`src/design/ifps_pkg.sv`:
```
// Shared types and constants for the image field point sampler.
// No dependencies; every other design file imports this package.
package ifps_pkg;

   localparam int TABLE_DEPTH = 65536;
   localparam int ADDR_W      = $clog2(TABLE_DEPTH);
   localparam int MAX_DIM     = 256;
   localparam int IDX_W       = $clog2(MAX_DIM);
   localparam int DIM_W       = IDX_W + 1;
   localparam int DATA_W      = 32;
   localparam int REQ_DATA_W  = ADDR_W + 4 * DATA_W;
   localparam int CSR_IDX_W   = 3;

   localparam logic REQ_LOAD  = 1'b0;
   localparam logic REQ_QUERY = 1'b1;

   localparam logic [CSR_IDX_W-1:0] REG_FIELD_MODE    = 3'd0;
   localparam logic [CSR_IDX_W-1:0] REG_DEFAULT_VALUE = 3'd1;
   localparam logic [CSR_IDX_W-1:0] REG_COLUMN_OFFSET = 3'd2;
   localparam logic [CSR_IDX_W-1:0] REG_COLUMN_SCALE  = 3'd3;
   localparam logic [CSR_IDX_W-1:0] REG_ROW_OFFSET    = 3'd4;
   localparam logic [CSR_IDX_W-1:0] REG_ROW_SCALE     = 3'd5;
   localparam logic [CSR_IDX_W-1:0] REG_IMAGE_COLS    = 3'd6;
   localparam logic [CSR_IDX_W-1:0] REG_IMAGE_ROWS    = 3'd7;

   localparam logic [DATA_W-1:0] SCALE_ONE = 32'h0001_0000;

   typedef enum logic [1:0] {
      VIEW_XY,
      VIEW_ZX,
      VIEW_YZ
   } view_type;

   typedef enum logic [1:0] {
      EXT_ERROR,
      EXT_BOUNDARY,
      EXT_DEFAULT
   } ext_type;

   typedef struct packed {
      view_type          view;
      ext_type           ext;
      logic [DATA_W-1:0] dflt_value;
      logic [DATA_W-1:0] col_offset;
      logic [DATA_W-1:0] col_scale;
      logic [DATA_W-1:0] row_base;
      logic [DATA_W-1:0] row_gain;
      logic [DIM_W-1:0]  cols;
      logic [DIM_W-1:0]  rows;
   } cfg_type;

   typedef struct packed {
      logic capture;
      logic wr_en;
      logic mul_en;
      logic clamp_en;
      logic addr_en;
      logic rd_en;
      logic out_load;
   } cmd_type;

endpackage

```
`src/design/ifps_ctrl.sv`:
```
// Sequencing state machine: accepts beats, steps the datapath, owns rsp valid.
// Depends on ifps_pkg.
module ifps_ctrl (
   input  logic              clock,
   input  logic              reset,
   input  logic              req_tvalid,
   output logic              req_tready,
   input  logic              req_tuser,
   output logic              rsp_tvalid,
   input  logic              rsp_tready,
   output ifps_pkg::cmd_type cmd
);
   import ifps_pkg::*;

   typedef enum logic [2:0] {
      ST_IDLE,
      ST_MUL,
      ST_CLAMP,
      ST_ADDR,
      ST_READ,
      ST_DELIVER
   } state_type;

   state_type state_ff, state_in;
   logic      rsp_valid_ff, rsp_valid_in;
   logic      accept;

   assign req_tready = (state_ff == ST_IDLE);
   assign accept     = req_tvalid && req_tready;
   assign rsp_tvalid = rsp_valid_ff;

   always_comb begin
      cmd.capture  = accept && (req_tuser == REQ_QUERY);
      cmd.wr_en    = accept && (req_tuser == REQ_LOAD);
      cmd.mul_en   = (state_ff == ST_MUL);
      cmd.clamp_en = (state_ff == ST_CLAMP);
      cmd.addr_en  = (state_ff == ST_ADDR);
      cmd.rd_en    = (state_ff == ST_READ);
      cmd.out_load = (state_ff == ST_DELIVER) && (!rsp_valid_ff || rsp_tready);
   end

   always_comb begin
      state_in = state_ff;
      case (state_ff)
         ST_IDLE:    if (cmd.capture) state_in = ST_MUL;
         ST_MUL:     state_in = ST_CLAMP;
         ST_CLAMP:   state_in = ST_ADDR;
         ST_ADDR:    state_in = ST_READ;
         ST_READ:    state_in = ST_DELIVER;
         ST_DELIVER: if (cmd.out_load) state_in = ST_IDLE;
         default:    state_in = ST_IDLE;
      endcase
      if (cmd.out_load) begin
         rsp_valid_in = 1'b1;
      end else if (rsp_tready) begin
         rsp_valid_in = 1'b0;
      end else begin
         rsp_valid_in = rsp_valid_ff;
      end
   end

   always_ff @(posedge clock) begin
      if (reset) begin
         state_ff     <= ST_IDLE;
         rsp_valid_ff <= 1'b0;
      end else begin
         state_ff     <= state_in;
         rsp_valid_ff <= rsp_valid_in;
      end
   end

   a_load_query_excl: assert property (@(posedge clock) disable iff (reset)
      !(cmd.wr_en && cmd.capture))
      else $error("load and query taken in the same beat");

   a_query_starts: assert property (@(posedge clock) disable iff (reset)
      cmd.capture |=> (state_ff == ST_MUL))
      else $error("accepted query did not start the sequence");

   a_read_then_deliver: assert property (@(posedge clock) disable iff (reset)
      (state_ff == ST_READ) |=> (state_ff == ST_DELIVER))
      else $error("table read not followed by delivery");

   a_out_free: assert property (@(posedge clock) disable iff (reset)
      cmd.out_load |-> (!rsp_valid_ff || rsp_tready))
      else $error("output register overwritten before it was taken");

   a_out_shown: assert property (@(posedge clock) disable iff (reset)
      cmd.out_load |=> rsp_valid_ff)
      else $error("loaded result not presented");

endmodule

```
`config.mk`:
```
export PLATFORM = sky130hd
export DESIGN_NAME = ifps_ctrl
export DESIGN_NICKNAME = d
export VERILOG_FILES = /design/src/design/ifps_pkg.sv /design/src/design/ifps_ctrl.sv
export SDC_FILE = /design/constraint.sdc
export NUM_CORES = 1
export LEC_CHECK = 0
export BUFFER_PORTS_ARGS = -buffer_cell sky130_fd_sc_hd__buf_4
export CORE_AREA = 2 2 39 41
export CTS_BUF_LIST = sky130_fd_sc_hd__clkbuf_8
export CTS_CLUSTER_SIZE = 12
export DETAILED_ROUTE_END_ITERATION = 8
export DIE_AREA = 0 0 41 43
export SLEW_MARGIN = 10
export SYNTH_ARGS = -nofsm -noshare
export SYNTH_HDL_FRONTEND = slang
export SYNTH_SLANG_ARGS = --single-unit
```
`constraint.sdc`:
```
create_clock -name clock -period 1.05 [get_ports clock]
set_input_delay 0.105 -clock clock [delete_from_list [all_inputs] [get_ports clock]]
set_output_delay 0.105 -clock clock [all_outputs]
set_load 0.01 [all_outputs]
```
==> metrics.yaml, run 1 <==
status: "finished with violations"
violations: "setup timing"
place_area_um2: 387
worstSetupEndpointType: "output pin"
cts_tree: "built"
ys_warn_count: 0
syn_nets: 34
root_buffer: "clkbuf_8"
ir_drop_v: 0.000711
worst_pin_slew_ps: 175
syn_inst: 29
hpwl_um: 469
grt_remaining_overflow: 0
min_period_ps: 1170
nNetsFinal: 56
fin_skew_ps: 1.86
ys_types: 16
ys_seq_area_frac: 0.335
critical_path_class: "reg -> out"
required_ps: 940
die_w_um: 41
cp-start-kind: "flip-flop"
worstSkewPairLatency_ps: 210
setup_ws_ps: -116
setup-violations-final: 8
placed_cells: 61
design.die.area_um2: 1760
hold_violations: 0
timing.final.crit_share: 1.11
stdcell_count: 65
drc: 0
critPathTopFamily: "flip-flops"
drv_slew: 0
drive_above_1_share: 0.755
grt_pass1_vias: 295
grt_max_degree: 10
grt_util_met1: 0.0903
io_buffers: 13
powerDensity_nw_per_um2: 1420
grt_antenna_before_repair: 0
r2r_setup_slack_ps: 0
ys_seq_elements: 4
diodes: 0
hold_path.startpoint: "reset"
hold_depth: 2
cts_buffers: 3
clk_pin_slew_worst_paths_ps: 30
initial_core_util: 0.173
avgSynthCellArea_um2: 8.24
hold_class: "in -> reg"
grtUsageTotal: 0.0945
vias: 286
layout_common_cells: "buf_4, nand2_1, clkbuf_8, buf_6, dfxtp_4"
clock_sinks: 4
ff2ff_path_depth: 2
place_congestion: 0.752
core-area_um2: 1380
routed_wl_um: 715
cp_cell_sequence: "buf_4 > nand2b_4 > nor2_2 > buf_4"
r2r_end: "state_ff[0]"
hold_buffers: 0
fin_area_um2: 497
drt-initial-drc-count: 2
crit_buf_inv: 2
final_common_cell: "buf_4"
fillers: 146
area_growth_pct: 108
rsz0062_at_grt: "true"
crit_fanout: 5
max_stage_delay_ps: 350
cap_violations: 0
r2r-start: "state_ff[2]"
grt_pass1_wl_um: 1110
viasPerCell: 4.40
relSlewSlack: 0.883
path_common_cell: "buf_4"
dr.pass1.iters: 4
ios: 14
num_rows: 14
die_y_um: 43
cp.arrival_ps: 1060
crit_cells: 4
worstHoldEndpoint: "state_ff[0]"
use_met2: 0.147
wire_per_inst_um: 11.0
grt_util_met3: 0.0838
postRouteAntennaNets: 0
cts_max_path_buffers: 2
max_freq_mhz: 857
leakagePower_nw: 0.229
h-tree-depth: 1
slowest_stage: "dfxtp_4"
top_usage_layer: "met2"
synthesis.area_um2: 239
==> power breakdown <==
part | internal, mW | leakage (nW) | switching, mW
logic | 0.129 | 0.173 | 0.0723
clock network | 0.244 | 0.0216 | 0.0735
registers | 0.164 | 0.0347 | 0.0237
==> state kept, by name, indices dropped and copies added, names as in the netlist <==
signal,flops
rsp_tvalid,1
state_ff,3
==> synth_stat cells <==
cell | number | area [um^2]
dfxtp_1 | 4 | 80.1
nand2_1 | 3 | 11.3
nor2_1 | 3 | 11.3
a21oi_1 | 2 | 10.0
and3_1 | 2 | 12.5
buf_4 | 2 | 15.0
nand2b_1 | 2 | 12.5
nor3_1 | 2 | 10.0
nor3b_1 | 2 | 15.0
a21oi_2 | 1 | 8.76
a221oi_2 | 1 | 15.0
and2b_1 | 1 | 7.51
buf_2 | 1 | 5.00
o21ba_2 | 1 | 10.0
or3_1 | 1 | 6.26
xnor2_1 | 1 | 8.76
==> what timing repair did <==
item	CTS	global route
resized for setup	13	4
gates cloned	0	0
buffers inserted	1	0
setup endpoints to repair	10	9
pin swaps	3	1
==> per-layer routing <==
| layer | vias up | share of wire |
|---|---|---|
| met5 | - | 0 |
| met4 | 0 | 0 |
| met3 | 0 | 0.095 |
| met2 | 8 | 0.54 |
| met1 | 138 | 0.36 |
| li1 | 140 | - |
==> cell families after synthesis <==
logic type | after synthesis | share of synthesized area
AOI/OAI and AO/OA | 5 | 0.183
xor gates and xnor gates | 1 | 0.0367
buffers and inverters | 3 | 0.0837
DFF | 4 | 0.335
and+or+nand+nor | 16 | 0.361
==> final cells by class <==
cell class	instances	area, um^2	share of cell area
tap	16	20.0	0.0403
timing repair buffer	20	161	0.325
sequential	4	91.3	0.184
multi-input combinational	22	183	0.368
clock buffer	3	41.3	0.0831
==> how the worst max path moves through the flow <==
stage | startpoint | end | slack, ps
finish | state_ff[1] | cmd[1] | -120
global route | state_ff[1] | cmd[5] | -220
CTS | state_ff[1] | cmd[0] | -130
detailed placement | state_ff[1] | state_ff[2] | -30
global placement | state_ff[0] | state_ff[0] | -10
floorplan | state_ff[1] | state_ff[0] | -5
==> stage by stage <==
| stage | hold WS (ps) | setup WS (ps) | util | power (mW) | TNS [ps] |
|---|---|---|---|---|---|
| global route | 76.7 | -221 | 0.359 | 0.756 | -1170 |
| detailed placement | 301 | -25.4 | 0.279 | 0.343 | -47.9 |
| CTS | 70.1 | -133 | 0.348 | 0.709 | -722 |
| global placement | 299 | -10.9 | 0.279 | 0.341 | -12.6 |
| floorplan | 171 | -4.75 | - | 0.266 | -4.75 |
| finish | 72.7 | -116 | 0.359 | 0.706 | -645 |
(Power assumes the default switching activity.)
==> run 2: changes to the inputs <==
--- a/config.mk
+++ b/config.mk
@@ -11,6 +11,7 @@
 export CTS_CLUSTER_SIZE = 12
 export DETAILED_ROUTE_END_ITERATION = 8
 export DIE_AREA = 0 0 41 43
+export RECOVER_POWER = 25
 export SLEW_MARGIN = 10
 export SYNTH_ARGS = -nofsm -noshare
 export SYNTH_HDL_FRONTEND = slang
==> run 2 against run 1 <==
  * The flow still finishes with violations (setup timing)
  * Clock-buffer cell count stayed put
  * Total power hardly changed
  * Clock power hardly changed
  * Clock skew stayed put
  * Sequential cell count stayed put
  * Critical endpoint unchanged
==> metrics.yaml, run 2 (synthesis gave the netlist of run 1 again) <==
status: "finished with violations"
area_growth_pct: 106
min_period_ps: 1170
hpwl_um: 469
clockPowerShare: 0.450
crit_fanout: 5
stdcell_count: 65
worstSkewPairLatency_ps: 210
worst_pin_slew_ps: 175
fin_skew_ps: 1.86
drt-initial-drc-count: 2
p_sw_uw: 169
layout_common_cells: "buf_4, nand2_1, clkbuf_8, buf_6, dfxtp_4"
grt_antenna_before_repair: 0
placed_cells: 61
cap_violations: 0
post-place-ws_ps: -25.4
grt_pass1_vias: 295
num_rows: 14
timing.final.crit_share: 1.11
p_int_uw: 536
worstSetupEndpointType: "output pin"
die_y_um: 43
hold_class: "in -> reg"
relSlewSlack: 0.883
regMostFlops: "state_ff"
max_freq_mhz: 857
drive_above_1_share: 0.735
ir_drop_v: 0.000711
cts_tree: "built"
cts_max_path_buffers: 2
p_comb_frac: 0.285
clock_sinks: 4
h-tree-depth: 1
design.die.area_um2: 1760
cp_cell_sequence: "buf_4 > nand2b_4 > nor2_2 > buf_4"
setup-violations-final: 8
path_common_cell: "buf_4"
clk_pin_slew_worst_paths_ps: 30
wire_per_inst_um: 11.0
seqPwrFrac: 0.265
powerDensity_nw_per_um2: 1430
dr.pass1.iters: 4
grt_pass1_wl_um: 1110
ios: 14
final_common_cell: "buf_4"
fillers: 148
hold_violations: 0
root_buffer: "clkbuf_8"
max_stage_delay_ps: 350
cts_buffers: 3
drc: 0
slowest_stage: "dfxtp_4"
critical_path_class: "reg -> out"
diodes: 0
core-area_um2: 1380
register_area_um2: 91.3
grtUsageTotal: 0.0945
largest_reg_flops: 3
multi_input_area_um2: 183
required_ps: 940
violations: "setup timing"
swShare: 0.240
viasPerCell: 4.40
grt_remaining_overflow: 0
die_w_um: 41
nNetsFinal: 56
setup_ws_ps: -116
cp.arrival_ps: 1060
initial_core_util: 0.173
vias: 286
postRouteAntennaNets: 0
rsz0062_at_grt: "true"
leakagePower_nw: 0.225
place_congestion: 0.752
finalPower_uw: 706
grt_max_degree: 10
drv_slew: 0
hold_slack_ps: 72.7
cp-start-kind: "flip-flop"
routed_wl_um: 718
io_buffers: 13
[run 2: area by class of cell]
type | count | area share
tap | 16 | 0.0406
sequential | 4 | 0.185
multi-input combinational | 22 | 0.371
clock buffer | 3 | 0.0838
timing repair buffer | 20 | 0.320
[run 2: per-layer routing]
layer,share of wire,GRT usage,up-vias
li1,-,-,140
met5,0,0,-
met2,0.54,0.147,8
met1,0.36,0.0903,138
met4,0,0.0200,0
met3,0.096,0.0838,0
[run 2: worst paths after layout]
| path | startpoint | end | slack [ps] | depth (start not counted) |
|---|---|---|---|---|
| hold reg to reg | state_ff[0] | rsp_tvalid | 550 | 2 |
| hold / removal | reset | state_ff[0] | 70 | 2 |
| setup reg to reg | state_ff[2] | state_ff[0] | 0 | 2 |
| setup / recovery | state_ff[1] | cmd[1] | -120 | 4 |
[run 2: critical path, delay by kind of cell, from the launching register on]
family	cells	cell delay (ps)
buf+inv	2	260
simple gates	2	230
flops	1	350
[run 2: power by group through the flow]
stage,Sequential [mW],Combinational (mW),Clock (mW)
2_1_floorplan,0.170,0.0960,0
3_3_place_gp,0.182,0.159,0
3_5_place_dp,0.183,0.160,0
4_1_cts,0.186,0.195,0.328
5_1_grt,0.189,0.218,0.349
6_report,0.187,0.201,0.317
[run 2: through the flow]
stage	TNS [ps]	cell area, um^2	utilization
6_report	-645	493	0.356
3_5_place_dp	-47.9	387	0.279
5_1_grt	-1170	493	0.356
4_1_cts	-722	482	0.348
3_3_place_gp	-12.6	387	0.279
2_1_floorplan	-4.75	248	-
[run 2: what timing repair did]
action	CTS	global route
gates resized for setup	13	4
pin swaps	3	1
buffers inserted	1	0
setup endpoints to repair	10	9
hold buffers	0	0
hold endpoints to repair	0	0
