==> src/design/ifps_pkg.sv <==
// Shared types and constants for the image field point sampler.
// No dependencies; every other design file imports this package.
package ifps_pkg;

   localparam int TABLE_DEPTH = 65536;
   localparam int ADDR_W      = $clog2(TABLE_DEPTH);
   localparam int MAX_DIM     = 256;
   localparam int IDX_W       = $clog2(MAX_DIM);
   localparam int DIM_W       = IDX_W + 1;
   localparam int DATA_W      = 32;
   localparam int REQ_DATA_W  = ADDR_W + 4 * DATA_W;
   localparam int CSR_IDX_W   = 3;

   localparam logic REQ_LOAD  = 1'b0;
   localparam logic REQ_QUERY = 1'b1;

   localparam logic [CSR_IDX_W-1:0] REG_FIELD_MODE    = 3'd0;
   localparam logic [CSR_IDX_W-1:0] REG_DEFAULT_VALUE = 3'd1;
   localparam logic [CSR_IDX_W-1:0] REG_COLUMN_OFFSET = 3'd2;
   localparam logic [CSR_IDX_W-1:0] REG_COLUMN_SCALE  = 3'd3;
   localparam logic [CSR_IDX_W-1:0] REG_ROW_OFFSET    = 3'd4;
   localparam logic [CSR_IDX_W-1:0] REG_ROW_SCALE     = 3'd5;
   localparam logic [CSR_IDX_W-1:0] REG_IMAGE_COLS    = 3'd6;
   localparam logic [CSR_IDX_W-1:0] REG_IMAGE_ROWS    = 3'd7;

   localparam logic [DATA_W-1:0] SCALE_ONE = 32'h0001_0000;

   typedef enum logic [1:0] {
      VIEW_XY,
      VIEW_ZX,
      VIEW_YZ
   } view_type;

   typedef enum logic [1:0] {
      EXT_ERROR,
      EXT_BOUNDARY,
      EXT_DEFAULT
   } ext_type;

   typedef struct packed {
      view_type          view;
      ext_type           ext;
      logic [DATA_W-1:0] dflt_value;
      logic [DATA_W-1:0] col_offset;
      logic [DATA_W-1:0] col_scale;
      logic [DATA_W-1:0] row_base;
      logic [DATA_W-1:0] row_gain;
      logic [DIM_W-1:0]  cols;
      logic [DIM_W-1:0]  rows;
   } cfg_type;

   typedef struct packed {
      logic capture;
      logic wr_en;
      logic mul_en;
      logic clamp_en;
      logic addr_en;
      logic rd_en;
      logic out_load;
   } cmd_type;

endpackage

==> src/design/ifps_regs.sv <==
// Configuration registers with mode decode and image size saturation.
// Depends on ifps_pkg.
module ifps_regs (
   input  logic                           clock,
   input  logic                           reset,
   input  logic                           csr_valid,
   output logic                           csr_ready,
   input  logic [ifps_pkg::CSR_IDX_W-1:0] csr_index,
   input  logic [ifps_pkg::DATA_W-1:0]    csr_data,
   output ifps_pkg::cfg_type              cfg
);
   import ifps_pkg::*;

   logic [3:0]        field_mode_ff;
   logic [DATA_W-1:0] dflt_value_ff;
   logic [DATA_W-1:0] col_offset_ff;
   logic [DATA_W-1:0] col_scale_ff;
   logic [DATA_W-1:0] row_base_ff;
   logic [DATA_W-1:0] row_gain_ff;
   logic [DIM_W-1:0]  image_cols_ff;
   logic [DIM_W-1:0]  image_rows_ff;

   function automatic logic [DIM_W-1:0] sat_dim(input logic [DIM_W-1:0] v);
      logic [DIM_W-1:0] r;
      if (v == '0) begin
         r = DIM_W'(1);
      end else if (v > DIM_W'(MAX_DIM)) begin
         r = DIM_W'(MAX_DIM);
      end else begin
         r = v;
      end
      return r;
   endfunction

   assign csr_ready = 1'b1;

   always_ff @(posedge clock) begin
      if (reset) begin
         field_mode_ff    <= '0;
         dflt_value_ff    <= '0;
         col_offset_ff    <= '0;
         col_scale_ff     <= SCALE_ONE;
         row_base_ff      <= '0;
         row_gain_ff      <= SCALE_ONE;
         image_cols_ff    <= DIM_W'(1);
         image_rows_ff    <= DIM_W'(1);
      end else if (csr_valid && csr_ready) begin
         case (csr_index)
            REG_FIELD_MODE:    field_mode_ff    <= csr_data[3:0];
            REG_DEFAULT_VALUE: dflt_value_ff    <= csr_data;
            REG_COLUMN_OFFSET: col_offset_ff    <= csr_data;
            REG_COLUMN_SCALE:  col_scale_ff     <= csr_data;
            REG_ROW_OFFSET:    row_base_ff      <= csr_data;
            REG_ROW_SCALE:     row_gain_ff      <= csr_data;
            REG_IMAGE_COLS:    image_cols_ff    <= csr_data[DIM_W-1:0];
            REG_IMAGE_ROWS:    image_rows_ff    <= csr_data[DIM_W-1:0];
            default:           ;
         endcase
      end
   end

   // mode = view*3 + exterior; codes above 8 act as 8
   always_comb begin
      case (field_mode_ff)
         4'd0: begin cfg.view = VIEW_XY; cfg.ext = EXT_ERROR;    end
         4'd1: begin cfg.view = VIEW_XY; cfg.ext = EXT_BOUNDARY; end
         4'd2: begin cfg.view = VIEW_XY; cfg.ext = EXT_DEFAULT;  end
         4'd3: begin cfg.view = VIEW_ZX; cfg.ext = EXT_ERROR;    end
         4'd4: begin cfg.view = VIEW_ZX; cfg.ext = EXT_BOUNDARY; end
         4'd5: begin cfg.view = VIEW_ZX; cfg.ext = EXT_DEFAULT;  end
         4'd6: begin cfg.view = VIEW_YZ; cfg.ext = EXT_ERROR;    end
         4'd7: begin cfg.view = VIEW_YZ; cfg.ext = EXT_BOUNDARY; end
         default: begin cfg.view = VIEW_YZ; cfg.ext = EXT_DEFAULT; end
      endcase
      cfg.dflt_value    = dflt_value_ff;
      cfg.col_offset    = col_offset_ff;
      cfg.col_scale     = col_scale_ff;
      cfg.row_base      = row_base_ff;
      cfg.row_gain      = row_gain_ff;
      cfg.cols          = sat_dim(image_cols_ff);
      cfg.rows          = sat_dim(image_rows_ff);
   end

endmodule

==> config.mk <==
export PLATFORM = sky130hd
export DESIGN_NAME = ifps_regs
export DESIGN_NICKNAME = d
export VERILOG_FILES = /design/src/design/ifps_pkg.sv /design/src/design/ifps_regs.sv
export SDC_FILE = /design/constraint.sdc
export NUM_CORES = 1
export LEC_CHECK = 0
export ABC_AREA = 1
export BUFFER_PORTS_ARGS = -buffer_cell sky130_fd_sc_hd__buf_2
export CAP_MARGIN = 5
export CORE_ASPECT_RATIO = 1.1
export CORE_MARGIN = 5
export CORE_UTILIZATION = 30
export DETAILED_ROUTE_END_ITERATION = 8
export GPL_TIMING_DRIVEN = 0
export MAX_ROUTING_LAYER = met4
export PLACE_DENSITY = 0.55
export SKIP_CTS_REPAIR_TIMING = 1
export SYNTH_ARGS = -nofsm -noshare
export SYNTH_HDL_FRONTEND = slang
export SYNTH_SLANG_ARGS = --single-unit
==> constraint.sdc <==
create_clock -name clock -period 1.2 [get_ports clock]
set_clock_uncertainty 0.1 [all_clocks]
set_input_delay 0.24 -clock clock [delete_from_list [all_inputs] [get_ports clock]]
set_output_delay 0.24 -clock clock [all_outputs]
set_load 0.02 [all_outputs]
==> results.cfg, run 1 <==
[setup_path]
endpoint = cfg[2]
cp.arrival_ps = 1560
crit_top_cell = nor2_4
cp-end-kind = output port
rr_worst_depth = 5
critPathSlowestCell = dfxtp_2
start_kind = flip-flop
required_ps = 860
critical_path.max_fanout = 6
cp_cell_sequence = inv_2, nand4_1, nor2_2, nor2_4, buf_12, nor2_4, buf_6
r2r_start = field_mode_ff[1]
worstSetupPathType = flip-flop to output port
reg2reg_slack_ps = 170
max_stage_delay_ps = 330
crit_start = image_rows_ff[1]

[worst_hold_path]
min_path_type = input port to flip-flop

[synthesis]
synthesis.area_sq_um = 6680
synth_top_area_cell = dfxtp_1
ys_top_cells_by_area = dfxtp_1 56%, nor2_1 17%, o21ai_0 12%
yosysWarnings = 0
synth_seq_cells = 186
synth_nets = 898
ys_types = 21
ys_seq_area_frac = 0.558
syn_inst = 860
synth_top_area_share = 0.558
synth_area_per_cell_sq_um = 7.76

[sta]
tns_ps = -13220
fin_crit_sh = 1.58
fin_crit_ps = 1900
fmax_mhz = 528
setup_violations = 172
hold_viol_final = 0
layout_setup_ws_ps = -696
worst_slew_pin_slew_ps = 569
relSlewSlack = 0.621
slew_violations = 0
rsz0062_at_grt = yes

[global_route]
first_global_vias = 6177
track_usage = 0.189
antenna_found_initial = 0
grt_max_degree = 17
grt_pass1_wl_um = 36700
grt-ovfl-total = 0

[clock_network]
cts.sinks = 186
cts_root_buf = clkbuf_16
worstSkewPairLatency_ps = 420
cts_buffers = 17
cts_buffer_depth = 2
clk_pin_slew_ps = 70
htreeDepth = 4
cts_tree = done

[power_and_ir_drop]
power_density_nw_per_um2 = 1370
power_mw = 14.4
ir_drop_mv = 0.983
leakage_nw = 4.63

[floorplan]
dieArea_sq_um = 25300
die_h_um = 166
io_pins = 221
core_area_sq_um = 22000
die_width_um = 152
start_util = 0.303
row_count = 57

[cells_and_area]
multi_input_comb_area_sq_um = 2660
final_cells = 1431
layout_commonest_cell = nor2_1
register_area_sq_um = 3940
layout.nets = 1161
layout-drive-gt1-share = 0.484
final_cell_mix = 290 x nor2_1, 181 x buf_6, 166 x dfxtp_2, 157 x o21ai_0, 53 x buf_2
nFillCells = 2163
antennaDiodeCount = 0
syn_to_final_growth_pct = 57.7

[route]
routed_wirelength_um = 24400
drc_errors = 0
drt_first_pass_iters = 5
antenna_left = 0
drt_iter0_drc = 280
wire_per_inst_um = 17.1
via_per_inst = 4.58
vias = 6550

[placement]
dp_slack_ps = -688
dp_hpwl_um = 17400
place.gp.congestion = 0.769
placement.io_buffers = 219
dpl.cell_count = 1374

[flow_run]
max_cap_violations = 0

[status]
violations = negative setup slack
status = complete, but fails checks
-- power breakdown --
part / internal (mW) / switching [mW] / total [mW]
registers: 6.42 / 0.151 / 6.58
logic: 0.727 / 0.996 / 1.72
clock network: 3.58 / 2.53 / 6.11
-- cell type report --
| type | count | share of cell area |
|---|---|---|
| Sequential cell | 186 | 0.374 |
| Tap cell | 295 | 0.0351 |
| Multi-Input combinational cell | 576 | 0.253 |
| Clock buffer | 19 | 0.0421 |
| Inverter | 43 | 0.0164 |
| Buffer | 55 | 0.0326 |
| Timing Repair Buffer | 244 | 0.229 |
| Clock inverter | 13 | 0.0182 |
-- state kept, by name, indices dropped and copies added, names as in the netlist, named ones only --
signal,cells
row_gain_ff,32
image_cols_ff,9
dflt_value_ff,32
col_scale_ff,32
image_rows_ff,9
field_mode_ff,4
row_base_ff,32
col_offset_ff,32
-- synthesized netlist by cell type (all sizes together) --
cell,n
conb,1
a21oi,35
inv,39
nand2,28
clkbuf,25
nand4,4
nor2,316
dfxtp,186
clkinv,4
o211ai,1
or2,2
nand3,13
o21ai,176
buf,30
-- logic make-up (layout without fill, tap and decap cells) --
kind of cell | Yosys count | count (layout) | share of synthesized area
simple gates | 363 | 363 | 0.215
compound gates | 212 | 212 | 0.159
flops | 186 | 186 | 0.558
buf+inv | 98 | 374 | 0.0671
other cells | 1 | 1 | 0.000562
-- layer usage --
metal  vias to the layer above  share of wire  GRT usage
li1                       3281              -          -
met1                      3084           0.44      0.237
met2                       176           0.50      0.312
met3                         9          0.056     0.0491
met4                         0         0.0058     0.0360
met5                         -              0          -
-- worst min-delay path by stage --
stage,startpoint,endpoint,slack (ps),depth (start not counted)
2_1_floorplan,reset,image_rows_ff[0],240,2
3_3_place_gp,col_scale_ff[16],col_scale_ff[16],340,2
3_5_place_dp,col_scale_ff[16],col_scale_ff[16],340,2
4_1_cts,reset,image_rows_ff[0],-70,3
5_1_grt,csr_data[22],col_offset_ff[22],30,3
6_report,csr_data[14],col_scale_ff[14],30,3
-- critical path: cells and delay by family (launching register included) --
family        cells  cell delay, ps
flops             1             330
buf+inv           3             340
simple gates      4             470
-- per-stage QoR --
stage | hold slack (ps) | instance area (sq um) | utilization
floorplan | 240 | 6790 | -
global placement | 335 | 8250 | 0.375
detailed placement | 340 | 8250 | 0.375
CTS | -71.1 | 8890 | 0.403
global route | 33.2 | 10500 | 0.478
finish | 27.3 | 10500 | 0.478
Note: power is estimated with default switching activity, not from simulation.
==> run 2: changes to the inputs <==
--- a/config.mk
+++ b/config.mk
@@ -5,7 +5,6 @@
 export SDC_FILE = /design/constraint.sdc
 export NUM_CORES = 1
 export LEC_CHECK = 0
-export ABC_AREA = 1
 export BUFFER_PORTS_ARGS = -buffer_cell sky130_fd_sc_hd__buf_2
 export CAP_MARGIN = 5
 export CORE_ASPECT_RATIO = 1.1
==> run 2 against run 1 <==
Effect of this change: the run ends with negative hold slack, negative setup slack left; register-to-register slack worse by 100 ps; critical path depth is 3 lower; count of clock-buffer cells in the layout is 3 higher; highest routed layer unchanged; die area rose by 3.2%; power decreased by 7.7%.
==> results.cfg, run 2 <==
[clock_network]
cts_tree = done
cts_root_buf = clkbuf_16
worstSkewPairLatency_ps = 430
cts_buffers = 17
htreeDepth = 4
clk_pin_slew_ps = 70
cts.sinks = 186
cts_buffer_depth = 2

[route]
vias = 6669
wl_met3_um = 1310
drc_errors = 0
highest_layer = met4
drt_iter0_drc = 264
wire_per_inst_um = 17.4
via_per_inst = 4.61
wl_met2_um = 12100
met1Wirelength_um = 11200
antenna_left = 0
routed_wirelength_um = 25200
drt_first_pass_iters = 5

[global_route]
grt-ovfl-total = 0
first_global_vias = 6215
track_usage = 0.188
antenna_found_initial = 0
grt_pass1_wl_um = 36900
grt_max_degree = 17

[setup_path]
critical_path.max_fanout = 3
worstSetupPathType = flip-flop to output port
start_kind = flip-flop
rr_worst_depth = 3
r2r_start = field_mode_ff[1]
required_ps = 860
reg2reg_slack_ps = 70
cp-end-kind = output port
cp.arrival_ps = 1380

[synthesis]
synthesis.area_sq_um = 6910
async_flop_share = 0
synth_top_area_share = 0.539
synth_seq_cells = 186
yosysWarnings = 0
yosys-top-cells-count = 364 x nand2_1, 186 x dfxtp_1, 181 x a21oi_1, 36 x clkbuf_1, 19 x nor2b_1
synth_most_common_cell = nand2_1
ys.flop_type = dfxtp_1
synth_edf_count = 0
ys_seq_area_frac = 0.539
ys_types = 31
synth_top_area_cell = dfxtp_1
ys_top_cells_by_area = dfxtp_1 54%, nand2_1 20%, a21oi_1 13%
synth_area_per_cell_sq_um = 7.96
synth_nets = 906
syn_inst = 868

[power_and_ir_drop]
power_density_nw_per_um2 = 1240
power_mw = 13.3
leakage_nw = 4.22
ir_drop_mv = 0.951

[status]
status = complete, but fails checks
violations = negative hold slack, negative setup slack

[cells_and_area]
final_cells = 1447
layout_commonest_cell = nand2_1
layout.nets = 1171
layout-drive-gt1-share = 0.462
syn_to_final_growth_pct = 55.0
final_cell_mix = 364 x nand2_1, 187 x buf_6, 181 x a21oi_1, 169 x dfxtp_2, 47 x buf_2

[floorplan]
core_area_sq_um = 22800
row_count = 58
dieArea_sq_um = 26200
io_pins = 221
die_width_um = 155
start_util = 0.303
die_h_um = 169

[worst_hold_path]
whs_path_depth = 3
min_to = col_scale_ff[23]
min_path_type = input port to flip-flop
hold_start = csr_data[23]

[sta]
fin_crit_sh = 1.43
rsz0062_at_grt = yes
fin_crit_ps = 1720
hold_viol_final = 15
worst_slew_pin_slew_ps = 715
slew_violations = 0
fmax_mhz = 582
setup_violations = 182
relSlewSlack = 0.523
whs_ps = -13.6
layout_setup_ws_ps = -519

[placement]
placement.io_buffers = 217
dp_hpwl_um = 17500
place.gp.congestion = 0.779
dpl.cell_count = 1385
dp_slack_ps = -608

[flow_run]
max_cap_violations = 0
[run 2: changes by cell type after synthesis, sizes merged, moves of 19 or more]
cell | before | now
nand2 | 28 | 364
nor2b | 0 | 19
o21ai | 176 | 0
inv | 39 | 0
nor2 | 316 | 2
a21oi | 35 | 181
[run 2: cells by family (layout without fill, tap and decap cells)]
kind of cell / after synthesis / after routing / share of synthesized area
other: 1 / 2 / 0.000543
buffers and inverters: 73 / 351 / 0.0578
muxes: 2 / 2 / 0.00290
AOI/OAI and AO/OA: 186 / 186 / 0.139
xor gates and xnor gates: 2 / 2 / 0.00254
and+or+nand+nor: 418 / 418 / 0.258
DFF: 186 / 186 / 0.539
[run 2: power by group]
group | internal [mW] | switching [mW]
Combinational | 0.527 | 0.767
Sequential | 6.32 | 0.102
Clock | 2.97 | 2.61
[run 2: how the worst max path moves through the flow]
stage                     start                end  slack, ps
3_3_place_gp       csr_index[1]  dflt_value_ff[25]       -600
4_1_cts        image_cols_ff[5]             cfg[9]       -570
6_report       image_cols_ff[4]             cfg[9]       -520
3_5_place_dp       csr_index[2]  dflt_value_ff[28]       -610
2_1_floorplan      csr_index[0]          flip-flop       -140
5_1_grt        image_cols_ff[4]             cfg[9]       -580
[run 2: worst max-delay path: stages, from the launching register on]
cell and delay [ps]:
dfxtp_2 330, nor4_2 270, a21oi_1 110, nor2_2 100
buf_4 150
[run 2: final cells by class]
cell class	count	area, sq um
multi-input cells	609	2880
repair buffers	248	2460
flip-flops and latches	186	3950
clock buffers	22	494
plain buffers	71	457
fillers	2240	12100
well taps	300	375
clock inverters	10	80.1
diodes	1	2.50
[run 2: through the flow]
stage / hold WS (ps) / setup TNS [ps] / area [sq um] / utilization
after global placement: 338 / -88940 / 8410 / 0.369
final: -13.6 / -10830 / 10700 / 0.470
after CTS: -18.7 / -32980 / 8990 / 0.394
after floorplan: 261 / -345 / 6950 / -
after detailed placement: 345 / -89990 / 8410 / 0.369
after global routing: -2.74 / -16620 / 10700 / 0.469
[run 2: per-layer routing]
metal,global-route usage,up-vias
li1,-,3337
met1,0.237,3133
met2,0.307,169
met3,0.0394,30
met4,0.0534,0
met5,-,-
==> run 3: changes to the inputs <==
--- a/config.mk
+++ b/config.mk
@@ -11,9 +11,10 @@
 export CORE_MARGIN = 5
 export CORE_UTILIZATION = 30
 export DETAILED_ROUTE_END_ITERATION = 8
+export GPL_ROUTABILITY_DRIVEN = 1
 export GPL_TIMING_DRIVEN = 0
 export MAX_ROUTING_LAYER = met4
-export PLACE_DENSITY = 0.55
+export PLACE_DENSITY = 0.6
 export SKIP_CTS_REPAIR_TIMING = 1
 export SYNTH_ARGS = -nofsm -noshare
 export SYNTH_HDL_FRONTEND = slang
==> run 3 against run 2 <==
Effect of this change: clock power down 0.9%; worst hold slack improved by 15 ps; core utilization is 0.055 points higher; combinational power about the same; flip-flop and latch count stayed put; critical path depth is the same; worst setup slack better by 23 ps; power decreased by 0.24%; the run ends with negative setup slack left; register-to-register slack barely moved; first-iteration DRC count shrank 4.5%; cell count shrank 0.14%; non-clock buffer count down 1.
==> results.cfg, run 3 (synthesis results as in run 2) <==
[setup_path]
max_stage_delay_ps = 340
required_ps = 860
critical_path.max_fanout = 3
crit_family = simple AND/OR/NAND/NOR gates
cp-end-kind = output port
rr_worst_depth = 3
start_kind = flip-flop
critPathSlowestCell = dfxtp_2
cp_cell_sequence = nor4_2, a21oi_1, nor2_2, buf_4
worstSetupPathType = flip-flop to output port
cp.arrival_ps = 1360
path_buf_inv = 1
cp_num_cells = 4

[route]
via_per_inst = 4.68
antenna_left = 0
wire_per_inst_um = 17.6
drt_iter0_drc = 252
vias = 6762
drt_first_pass_iters = 4
drc_errors = 0
routed_wirelength_um = 25400

[clock_network]
cts_buffer_depth = 2
worstSkewPairLatency_ps = 420
cts_root_buf = clkbuf_16
htreeDepth = 4
cts_buffers = 17
clk_pin_slew_ps = 70
cts_tree = done
cts.sinks = 186

[cells_and_area]
syn_to_final_growth_pct = 55.1
layout.nets = 1170
final_cell_mix = 364 x nand2_1, 185 x buf_6, 180 x a21oi_1, 169 x dfxtp_2, 44 x buf_2
final_cells = 1445
layout_commonest_cell = nand2_1
final_util = 0.470
antennaDiodeCount = 0
layout-drive-gt1-share = 0.460
fin_area_sq_um = 10700

[power_and_ir_drop]
clkPwrFrac = 0.417
leakage_nw = 4.21
p_switching_mw = 3.32
internal_power_mw = 9.94
pwr-share-seq = 0.484
power_mw = 13.3
comb_power_share = 0.098
ir_drop_mv = 0.883
switching_share = 0.251
power_density_nw_per_um2 = 1240

[global_route]
grt_pass1_wl_um = 36300
antenna_found_initial = 0
first_global_vias = 6171
grt_max_degree = 17
track_usage = 0.186
grt-ovfl-total = 0

[placement]
placement.io_buffers = 217
dpl_cell_area_sq_um = 8410
place.gp.congestion = 0.822
dpl.cell_count = 1385
dp_hpwl_um = 17500

[sta]
worst_slew_pin_slew_ps = 740
relSlewSlack = 0.507
layout_setup_ws_ps = -496
fin_crit_sh = 1.41
hold_viol_final = 0
setup_violations = 182
rsz0062_at_grt = yes
fmax_mhz = 590
tns_ps = -9020
slew_violations = 0
fin_crit_ps = 1700

[floorplan]
io_pins = 221
start_util = 0.303
die_h_um = 169
core_area_sq_um = 22800
dieArea_sq_um = 26200
row_count = 58
die_width_um = 155

[worst_hold_path]
min_path_type = input port to flip-flop
whs_path_depth = 3

[status]
violations = negative setup slack
status = complete, but fails checks

[flow_run]
max_cap_violations = 0
[run 3: final cells by class]
type	count	area, sq um
fillers	2192	12100
flip-flops and latches	186	3950
multi-input cells	609	2890
repair buffers	247	2460
clock buffers	23	488
plain buffers	71	460
well taps	300	375
clock inverters	9	88.8
[run 3: final timing paths]
path | from | endpoint | slack, ps
worst max-delay path | image_cols_ff[7] | cfg[9] | -500
worst min register to register | row_base_ff[19] | row_base_ff[19] | 360
worst min-delay path | csr_data[22] | row_base_ff[22] | 2
worst max register to register | field_mode_ff[2] | flip-flop | 70
[run 3: per-layer routing]
layer / share of wire / GRT usage
met2: 0.50 / 0.303
met4: 0.014 / 0.0457
met5: 0 / -
met1: 0.42 / 0.231
met3: 0.066 / 0.0476
[run 3: power by group through the flow]
stage	sequential [mW]	combinational [mW]	clock (mW)
detailed placement	6.52	1.09	0
CTS	6.38	1.09	5.64
floorplan	6.65	0.466	0
global placement	6.52	1.08	0
global route	6.43	1.41	5.94
finish	6.42	1.30	5.53
[run 3: tightest hold or removal path, stage by stage]
cell	delay [ps]
buf_2	140
nand2_1	60
a21oi_1	50
[run 3: stage by stage]
step                hold slack (ps)  setup WS (ps)
detailed placement              344           -649
global route                   3.57           -622
global placement                339           -603
CTS                           -11.3           -548
floorplan                       261           -142
finish                         1.56           -496
